[src/sv/mesh_vertex_normal_accumulate_macros.svh]
// assertion macros for the vertex normal accumulator
`ifndef MESH_VERTEX_NORMAL_ACCUMULATE_MACROS_SVH
`define MESH_VERTEX_NORMAL_ACCUMULATE_MACROS_SVH
// same-cycle implication, clocked on clock, off during reset
`define MVA_ASSERT_NOW(label, ante, cons, msg) \
   label: assert property (@(posedge clock) disable iff (reset) (ante) |-> (cons)) \
      else $error(msg);
// next-cycle implication
`define MVA_ASSERT_NEXT(label, ante, cons, msg) \
   label: assert property (@(posedge clock) disable iff (reset) (ante) |=> (cons)) \
      else $error(msg);
`endif

[src/sv/mva_pkg.sv]
// shared widths, codes and types of the vertex normal accumulator
package mva_pkg;
   localparam int IDX_W = 12;
   localparam int POS_W = 16;
   localparam int OUT_W = 16;
   localparam int SUM_W = 22;
   localparam int EDGE_W = POS_W + 1;
   localparam int PROD_W = 2 * EDGE_W;
   localparam int VEC_W = PROD_W + 2;
   localparam int MAG_LIM = 24;
   localparam int MAX_VERTICES_DEF = 4096;
   localparam int FRAC_BITS_DEF = 14;

   localparam logic [1:0] FUNC_WRITE = 2'd0;
   localparam logic [1:0] FUNC_TRI = 2'd1;
   localparam logic [1:0] FUNC_READ = 2'd2;

   localparam logic signed [SUM_W-1:0] SUM_MAX = {1'b0, {(SUM_W - 1){1'b1}}};
   localparam logic signed [SUM_W-1:0] SUM_MIN = {1'b1, {(SUM_W - 1){1'b0}}};

   typedef struct packed {
      logic signed [POS_W-1:0] x;
      logic signed [POS_W-1:0] y;
      logic signed [POS_W-1:0] z;
   } pos_type;

   typedef struct packed {
      logic clip;
      logic signed [SUM_W-1:0] x;
      logic signed [SUM_W-1:0] y;
      logic signed [SUM_W-1:0] z;
   } sum_type;

   typedef struct packed {
      logic pos_rd;
      logic pos_wr;
      logic sum_rd;
      logic sum_wr;
   } mem_ctl_type;

   typedef enum logic [3:0] {
      ST_CLEAR, ST_IDLE, ST_WRITE, ST_POS_A, ST_POS_B, ST_POS_C, ST_EDGE, ST_CROSS,
      ST_NORM_GO, ST_NORM_WAIT, ST_READ, ST_READ_GO, ST_SUM_RD, ST_SUM_WR, ST_OUT
   } state_type;

   typedef enum logic [2:0] {
      N_IDLE, N_SHIFT, N_SQUARE, N_ROOT, N_DIV_INIT, N_DIV, N_DONE
   } norm_state_type;
endpackage

[src/sv/mva_norm.sv]
// bit-serial vector normaliser: range shift, squares, integer root, divides
module mva_norm import mva_pkg::*; #(
   parameter int FRAC_BITS = FRAC_BITS_DEF,
   localparam int NRM_W = FRAC_BITS + 2
) (
   input  logic clock,
   input  logic reset,
   input  logic start,
   input  logic signed [VEC_W-1:0] vec [3],
   output logic done,
   output logic zero,
   output logic signed [NRM_W-1:0] nrm [3]
);
   localparam int SQ_W = 2 * MAG_LIM + 2;
   localparam int RT_W = MAG_LIM + 1;
   localparam int QB = FRAC_BITS + 2;
   localparam int DIV_W = MAG_LIM + FRAC_BITS + 3;
   localparam int STEP_W = $clog2(QB);
   localparam logic [SQ_W-1:0] BIT_INIT = SQ_W'(1) << (2 * MAG_LIM);
   localparam logic [QB-1:0] ONE = QB'(1) << FRAC_BITS;

   norm_state_type st_ff, st_in;
   logic [VEC_W-1:0] m_ff [3];
   logic neg_ff [3];
   logic [1:0] idx_ff;
   logic [2*MAG_LIM-1:0] sqp_ff;
   logic [SQ_W-1:0] v_ff, res_ff, bit_ff;
   logic [DIV_W-1:0] rem_ff, dsh_ff;
   logic [QB-1:0] quo_ff;
   logic [STEP_W-1:0] step_ff;
   logic zero_ff;
   logic signed [NRM_W-1:0] nrm_ff [3];

   logic [VEC_W-1:0] mag_or, msel;
   logic big, take, rem_ge, root_last, div_last;
   logic [SQ_W:0] trial;
   logic [SQ_W-1:0] res_nx;
   logic [RT_W-1:0] q;
   logic [QB-1:0] quo_nx, rclamp;
   logic signed [NRM_W-1:0] rpos, nval;

   always_comb begin
      mag_or = m_ff[0] | m_ff[1] | m_ff[2];
      big = |mag_or[VEC_W-1:MAG_LIM];
      msel = (idx_ff == 2'd3) ? '0 : m_ff[idx_ff];
      trial = (SQ_W + 1)'(res_ff) + (SQ_W + 1)'(bit_ff);
      take = {1'b0, v_ff} >= trial;
      res_nx = take ? (res_ff >> 1) + bit_ff : res_ff >> 1;
      root_last = bit_ff == SQ_W'(1);
      q = res_ff[RT_W-1:0];
      rem_ge = rem_ff >= dsh_ff;
      quo_nx = {quo_ff[QB-2:0], rem_ge};
      div_last = step_ff == STEP_W'(QB - 1);
      rclamp = (quo_nx > ONE) ? ONE : quo_nx;
      rpos = NRM_W'(rclamp);
      nval = (idx_ff != 2'd3 && neg_ff[idx_ff]) ? -rpos : rpos;
   end

   always_comb begin
      st_in = st_ff;
      unique case (st_ff)
         N_IDLE:     if (start) st_in = N_SHIFT;
         N_SHIFT:    if (!big) st_in = N_SQUARE;
         N_SQUARE:   if (idx_ff == 2'd3) st_in = N_ROOT;
         N_ROOT:     if (root_last) st_in = (res_nx == '0) ? N_DONE : N_DIV_INIT;
         N_DIV_INIT: st_in = N_DIV;
         N_DIV:      if (div_last) st_in = (idx_ff == 2'd2) ? N_DONE : N_DIV_INIT;
         N_DONE:     st_in = N_IDLE;
         default:    st_in = N_IDLE;
      endcase
   end

   always_ff @(posedge clock) begin
      if (reset) begin
         st_ff <= N_IDLE;
      end else begin
         st_ff <= st_in;
      end
   end

   always_ff @(posedge clock) begin
      unique case (st_ff)
         N_IDLE: begin
            if (start) begin
               for (int i = 0; i < 3; i++) begin
                  neg_ff[i] <= vec[i] < 0;
                  m_ff[i] <= (vec[i] < 0) ? VEC_W'(-vec[i]) : VEC_W'(vec[i]);
               end
            end
         end
         N_SHIFT: begin
            if (big) begin
               for (int i = 0; i < 3; i++) begin
                  m_ff[i] <= m_ff[i] >> 1;
               end
            end else begin
               idx_ff <= 2'd0;
               v_ff <= '0;
            end
         end
         N_SQUARE: begin
            if (idx_ff != 2'd3) begin
               sqp_ff <= msel[MAG_LIM-1:0] * msel[MAG_LIM-1:0];
            end
            if (idx_ff != 2'd0) begin
               v_ff <= v_ff + SQ_W'(sqp_ff);
            end
            if (idx_ff == 2'd3) begin
               res_ff <= '0;
               bit_ff <= BIT_INIT;
            end
            idx_ff <= idx_ff + 2'd1;
         end
         N_ROOT: begin
            if (take) begin
               v_ff <= v_ff - trial[SQ_W-1:0];
            end
            res_ff <= res_nx;
            bit_ff <= bit_ff >> 2;
            if (root_last) begin
               zero_ff <= res_nx == '0;
               if (res_nx == '0) begin
                  for (int i = 0; i < 3; i++) begin
                     nrm_ff[i] <= '0;
                  end
               end
            end
         end
         N_DIV_INIT: begin
            // numerator m*2^(f+1)+q over 2q rounds half up
            rem_ff <= (DIV_W'(msel[MAG_LIM-1:0]) << (FRAC_BITS + 1)) + DIV_W'(q);
            dsh_ff <= DIV_W'({q, 1'b0}) << (QB - 1);
            quo_ff <= '0;
            step_ff <= '0;
         end
         N_DIV: begin
            if (rem_ge) begin
               rem_ff <= rem_ff - dsh_ff;
            end
            dsh_ff <= dsh_ff >> 1;
            quo_ff <= quo_nx;
            step_ff <= step_ff + STEP_W'(1);
            if (div_last) begin
               nrm_ff[idx_ff] <= nval;
               idx_ff <= idx_ff + 2'd1;
            end
         end
         N_DONE: ;
         default: ;
      endcase
   end

   assign done = st_ff == N_DONE;
   assign zero = zero_ff;
   assign nrm = nrm_ff;
endmodule

[config.mk]
export PLATFORM = sky130hd
export DESIGN_NAME = mva_norm
export DESIGN_NICKNAME = d
export VERILOG_FILES = /design/src/sv/mesh_vertex_normal_accumulate_macros.svh /design/src/sv/mva_pkg.sv /design/src/sv/mva_norm.sv
export SDC_FILE = /design/constraint.sdc
export NUM_CORES = 2
export LEC_CHECK = 0
export BUFFER_PORTS_ARGS = -buffer_cell sky130_fd_sc_hd__buf_2
export CAP_MARGIN = 20
export CORE_MARGIN = 8
export CORE_UTILIZATION = 29
export DETAILED_ROUTE_END_ITERATION = 6
export GPL_TIMING_DRIVEN = 0
export SLEW_MARGIN = 20
export SYNTH_ARGS = -nofsm -noshare
export SYNTH_HDL_FRONTEND = slang
export SYNTH_SLANG_ARGS = --single-unit
[constraint.sdc]
create_clock -name clock -period 8.6 [get_ports clock]
set_clock_uncertainty 0.05 [all_clocks]
set_input_delay 1.29 -clock clock [delete_from_list [all_inputs] [get_ports clock]]
set_output_delay 1.29 -clock clock [all_outputs]
set_load 0.05 [all_outputs]
==> results.py <==
metrics = {
    "drt": {
        "drt_iter0_markers": 3486,
        "antenna_left": 0,
        "avgViaCountPerCell": 5.17,
        "route.detailed.drc": 0,
        "vias": 40700,
        "dr.pass1.iters": 5,
        "wl_um": 160000,
        "wl_per_cell_um": 20.3,
    },
    "synth": {
        "netlist_instances": 5338,
        "synth_top_area_share_pct": 27.1,
        "yosysSeqAreaShare_pct": 27.3,
        "syn-num-nets": 6265,
        "synth_area_leader_cell": "edfxtp_1",
        "yosysMostFrequentCell": "inv_1",
        "synth-seq-cells": 440,
        "yosys_most_used_dff": "edfxtp_1",
        "netlist_top_cells_area": "edfxtp_1, fa_1, ha_1, inv_1, nand2_1",
        "synth-async-reset-ratio_pct": 0,
        "synthTopCellsByCount": "inv_1, nand2_1, nor2_1, fa_1, edfxtp_1",
        "synth_warnings": 0,
        "syn-cell-area_um2": 48300,
        "synth_edf_count": 435,
        "syn_avg_cell_area_um2": 9.04,
        "synth.distinct_cells": 92,
    },
    "outcome": {
        "status": "complete, but fails checks",
        "violations": "setup timing",
    },
    "sta": {
        "timing.fmax_mhz": 116,
        "setup_viol": 1,
        "slew_headroom_pct": 20.6,
        "rsz0062_at_grt": "yes",
        "finalHoldViolations": 0,
        "report.final.slew_viol_count": 0,
        "worst_slack_ns": -0.0423,
        "worst_pin_slew_ns": 1.19,
        "period_needed_ns": 8.64,
        "min_period_over_period_pct": 100,
    },
    "grt": {
        "grt_pass1_vias": 40800,
        "grt_first_pass_wirelength_um": 243000,
        "grt_max_degree": 51,
        "track_usage_pct": 17.1,
        "antenna_found_initial": 3,
        "grt_overflow_total": 0,
    },
    "final_layout": {
        "fin_nets": 6574,
        "syn2layout_area_growth_pct": 15.6,
        "layout-drive-gt1-share_pct": 10.1,
        "fin_cells": 7879,
    },
    "setup_path": {
        "worst-setup-path-type": "register to register",
        "critPathTopFamily": "adder cells",
        "rr_worst_depth": 33,
        "crit_required_ns": 8.92,
        "worstPathMaxFanout": 11,
        "end_kind": "register",
        "critPathLaunchType": "register",
        "cp_common_cell": "fa_1",
        "crit_cells": 33,
        "cpMaxStageDelayCell": "fa_1",
        "r2r_slack_ns": -0.04,
        "path_buf_inv": 10,
        "cp.arrival_ns": 8.96,
        "cp_slowest_stage_delay_ns": 0.54,
    },
    "clocking": {
        "clk_latency_ns": 0.66,
        "cts_inserted_buffers": 52,
        "cts_hold_buf": 0,
        "cts_tree": "built",
        "clkTransAtPathRegs_ns": 0.06,
        "clockBufferDepth": 3,
        "cts_root_buffer": "clkbuf_16",
        "cts.sinks": 440,
        "h-tree-depth": 2,
    },
    "worst_hold_path": {
        "hp-class": "register to register",
        "hold_depth": 2,
    },
    "place": {
        "port_buffers": 160,
        "gp_congestion": 0.962,
        "place_inst": 7713,
        "hpwlAfterDp_um": 129000,
    },
    "die": {
        "die_h_um": 424,
        "die_w_um": 424,
        "rows": 149,
        "initial_utilization_pct": 29.2,
        "pin_count": 161,
        "coreArea_um2": 165000,
        "die_area_um2": 180000,
    },
    "job": {
        "maxCapViolations": 0,
    },
}
[logic make-up after synthesis]
kind of cell / Yosys count / share of synthesized area, %
mux: 23 / 0.482
buf+inv: 976 / 7.61
simple gates: 1560 / 15.1
xor+xnor: 371 / 6.76
compound gates: 1152 / 14.9
fa+ha+maj: 816 / 27.9
flops: 440 / 27.3
[layout by cell type, fill, tap and decap left out, drive strengths merged, types with 73 or more instances in the layout]
master,synthesis,layout
inv,755,754
nand2,508,508
nor2,481,481
fa,436,436
edfxtp,435,435
ha,380,380
o21ai,358,358
buf,27,300
a21oi,276,276
clkbuf,189,231
xor2,199,199
xnor2,171,171
a211oi,96,96
a21o,86,86
nor3,85,85
nand3,73,73
[per-layer routing]
| layer | global-route usage, % | part of all wire (%) |
|---|---|---|
| met3 | 3.02 | 7.8 |
| met2 | 27.3 | 45 |
| met4 | 5.38 | 3.7 |
| met5 | 0 | 0 |
| met1 | 23.4 | 44 |
[state kept, by name, summed over array words and instances (netlist names), named ones only]
signal,flops
idx_ff,2
bit_ff,25
zero,1
neg_ff,3
quo_ff,15
dsh_ff,41
m_ff,108
rem_ff,41
st_ff,3
res_ff,50
step_ff,4
nrm,48
sqp_ff,47
v_ff,50
[worst paths after layout]
check                                to                   from
setup reg to reg   sqp_ff[46]$_DFFE_PP_    idx_ff[0]$_DFFE_PP_
setup / recovery   sqp_ff[46]$_DFFE_PP_    idx_ff[0]$_DFFE_PP_
hold reg to reg   m_ff[1][27]$_DFFE_PP_  m_ff[1][28]$_DFFE_PP_
hold / removal    m_ff[1][27]$_DFFE_PP_  m_ff[1][28]$_DFFE_PP_
[metrics by stage]
| stage | TNS [ns] | setup WS [ns] | cell area [um2] | util [%] | hold WS [ns] |
|---|---|---|---|---|---|
| after floorplan | 0 | 0.00538 | 48300 | - | 0.464 |
| after global placement | -453.85 | -3.34 | 51800 | 31.4 | 0.486 |
| after detailed placement | -75.56 | -2.67 | 52300 | 31.7 | 0.489 |
| after CTS | -0.253 | -0.129 | 55300 | 33.5 | 0.504 |
| after global routing | -0.684 | -0.274 | 55800 | 33.8 | 0.535 |
| final | -0.0423 | -0.0423 | 55800 | 33.8 | 0.507 |
[what timing repair did]
item | CTS | global route
buffers inserted | 48 | 29
hold endpoints to repair | 0 | 0
cloned | 1 | 1
pin swaps | 47 | 58
resized for setup | 229 | 94
endpoints found under the setup margin | 82 | 115
[worst reg2reg max path: cells and delay by family (launching register included)]
kind	cells	cell delay, ns
buffers and inverters	10	1.05
adder cells (fa/ha/maj)	9	3.94
AND/OR/NAND/NOR	1	0.10
XOR/XNOR	1	0.11
AO/OA/AOI/OAI	12	2.66
flip-flops	1	0.43
[area by class of cell]
class                           instances  area, um2
Timing Repair Buffer                  264       1810
Fill cell                           17100     109000
Sequential cell                       440      13200
Tap cell                             2189       2740
Antenna cell                            1       2.50
Buffer                                207       1250
Multi-Input combinational cell       3922      32200
Clock inverter                         35        384
Inverter                              760       2900
Clock buffer                           61       1340
Power is not shown: default switching activity piles up to over one toggle a cycle in this logic, so the estimate is an artifact.
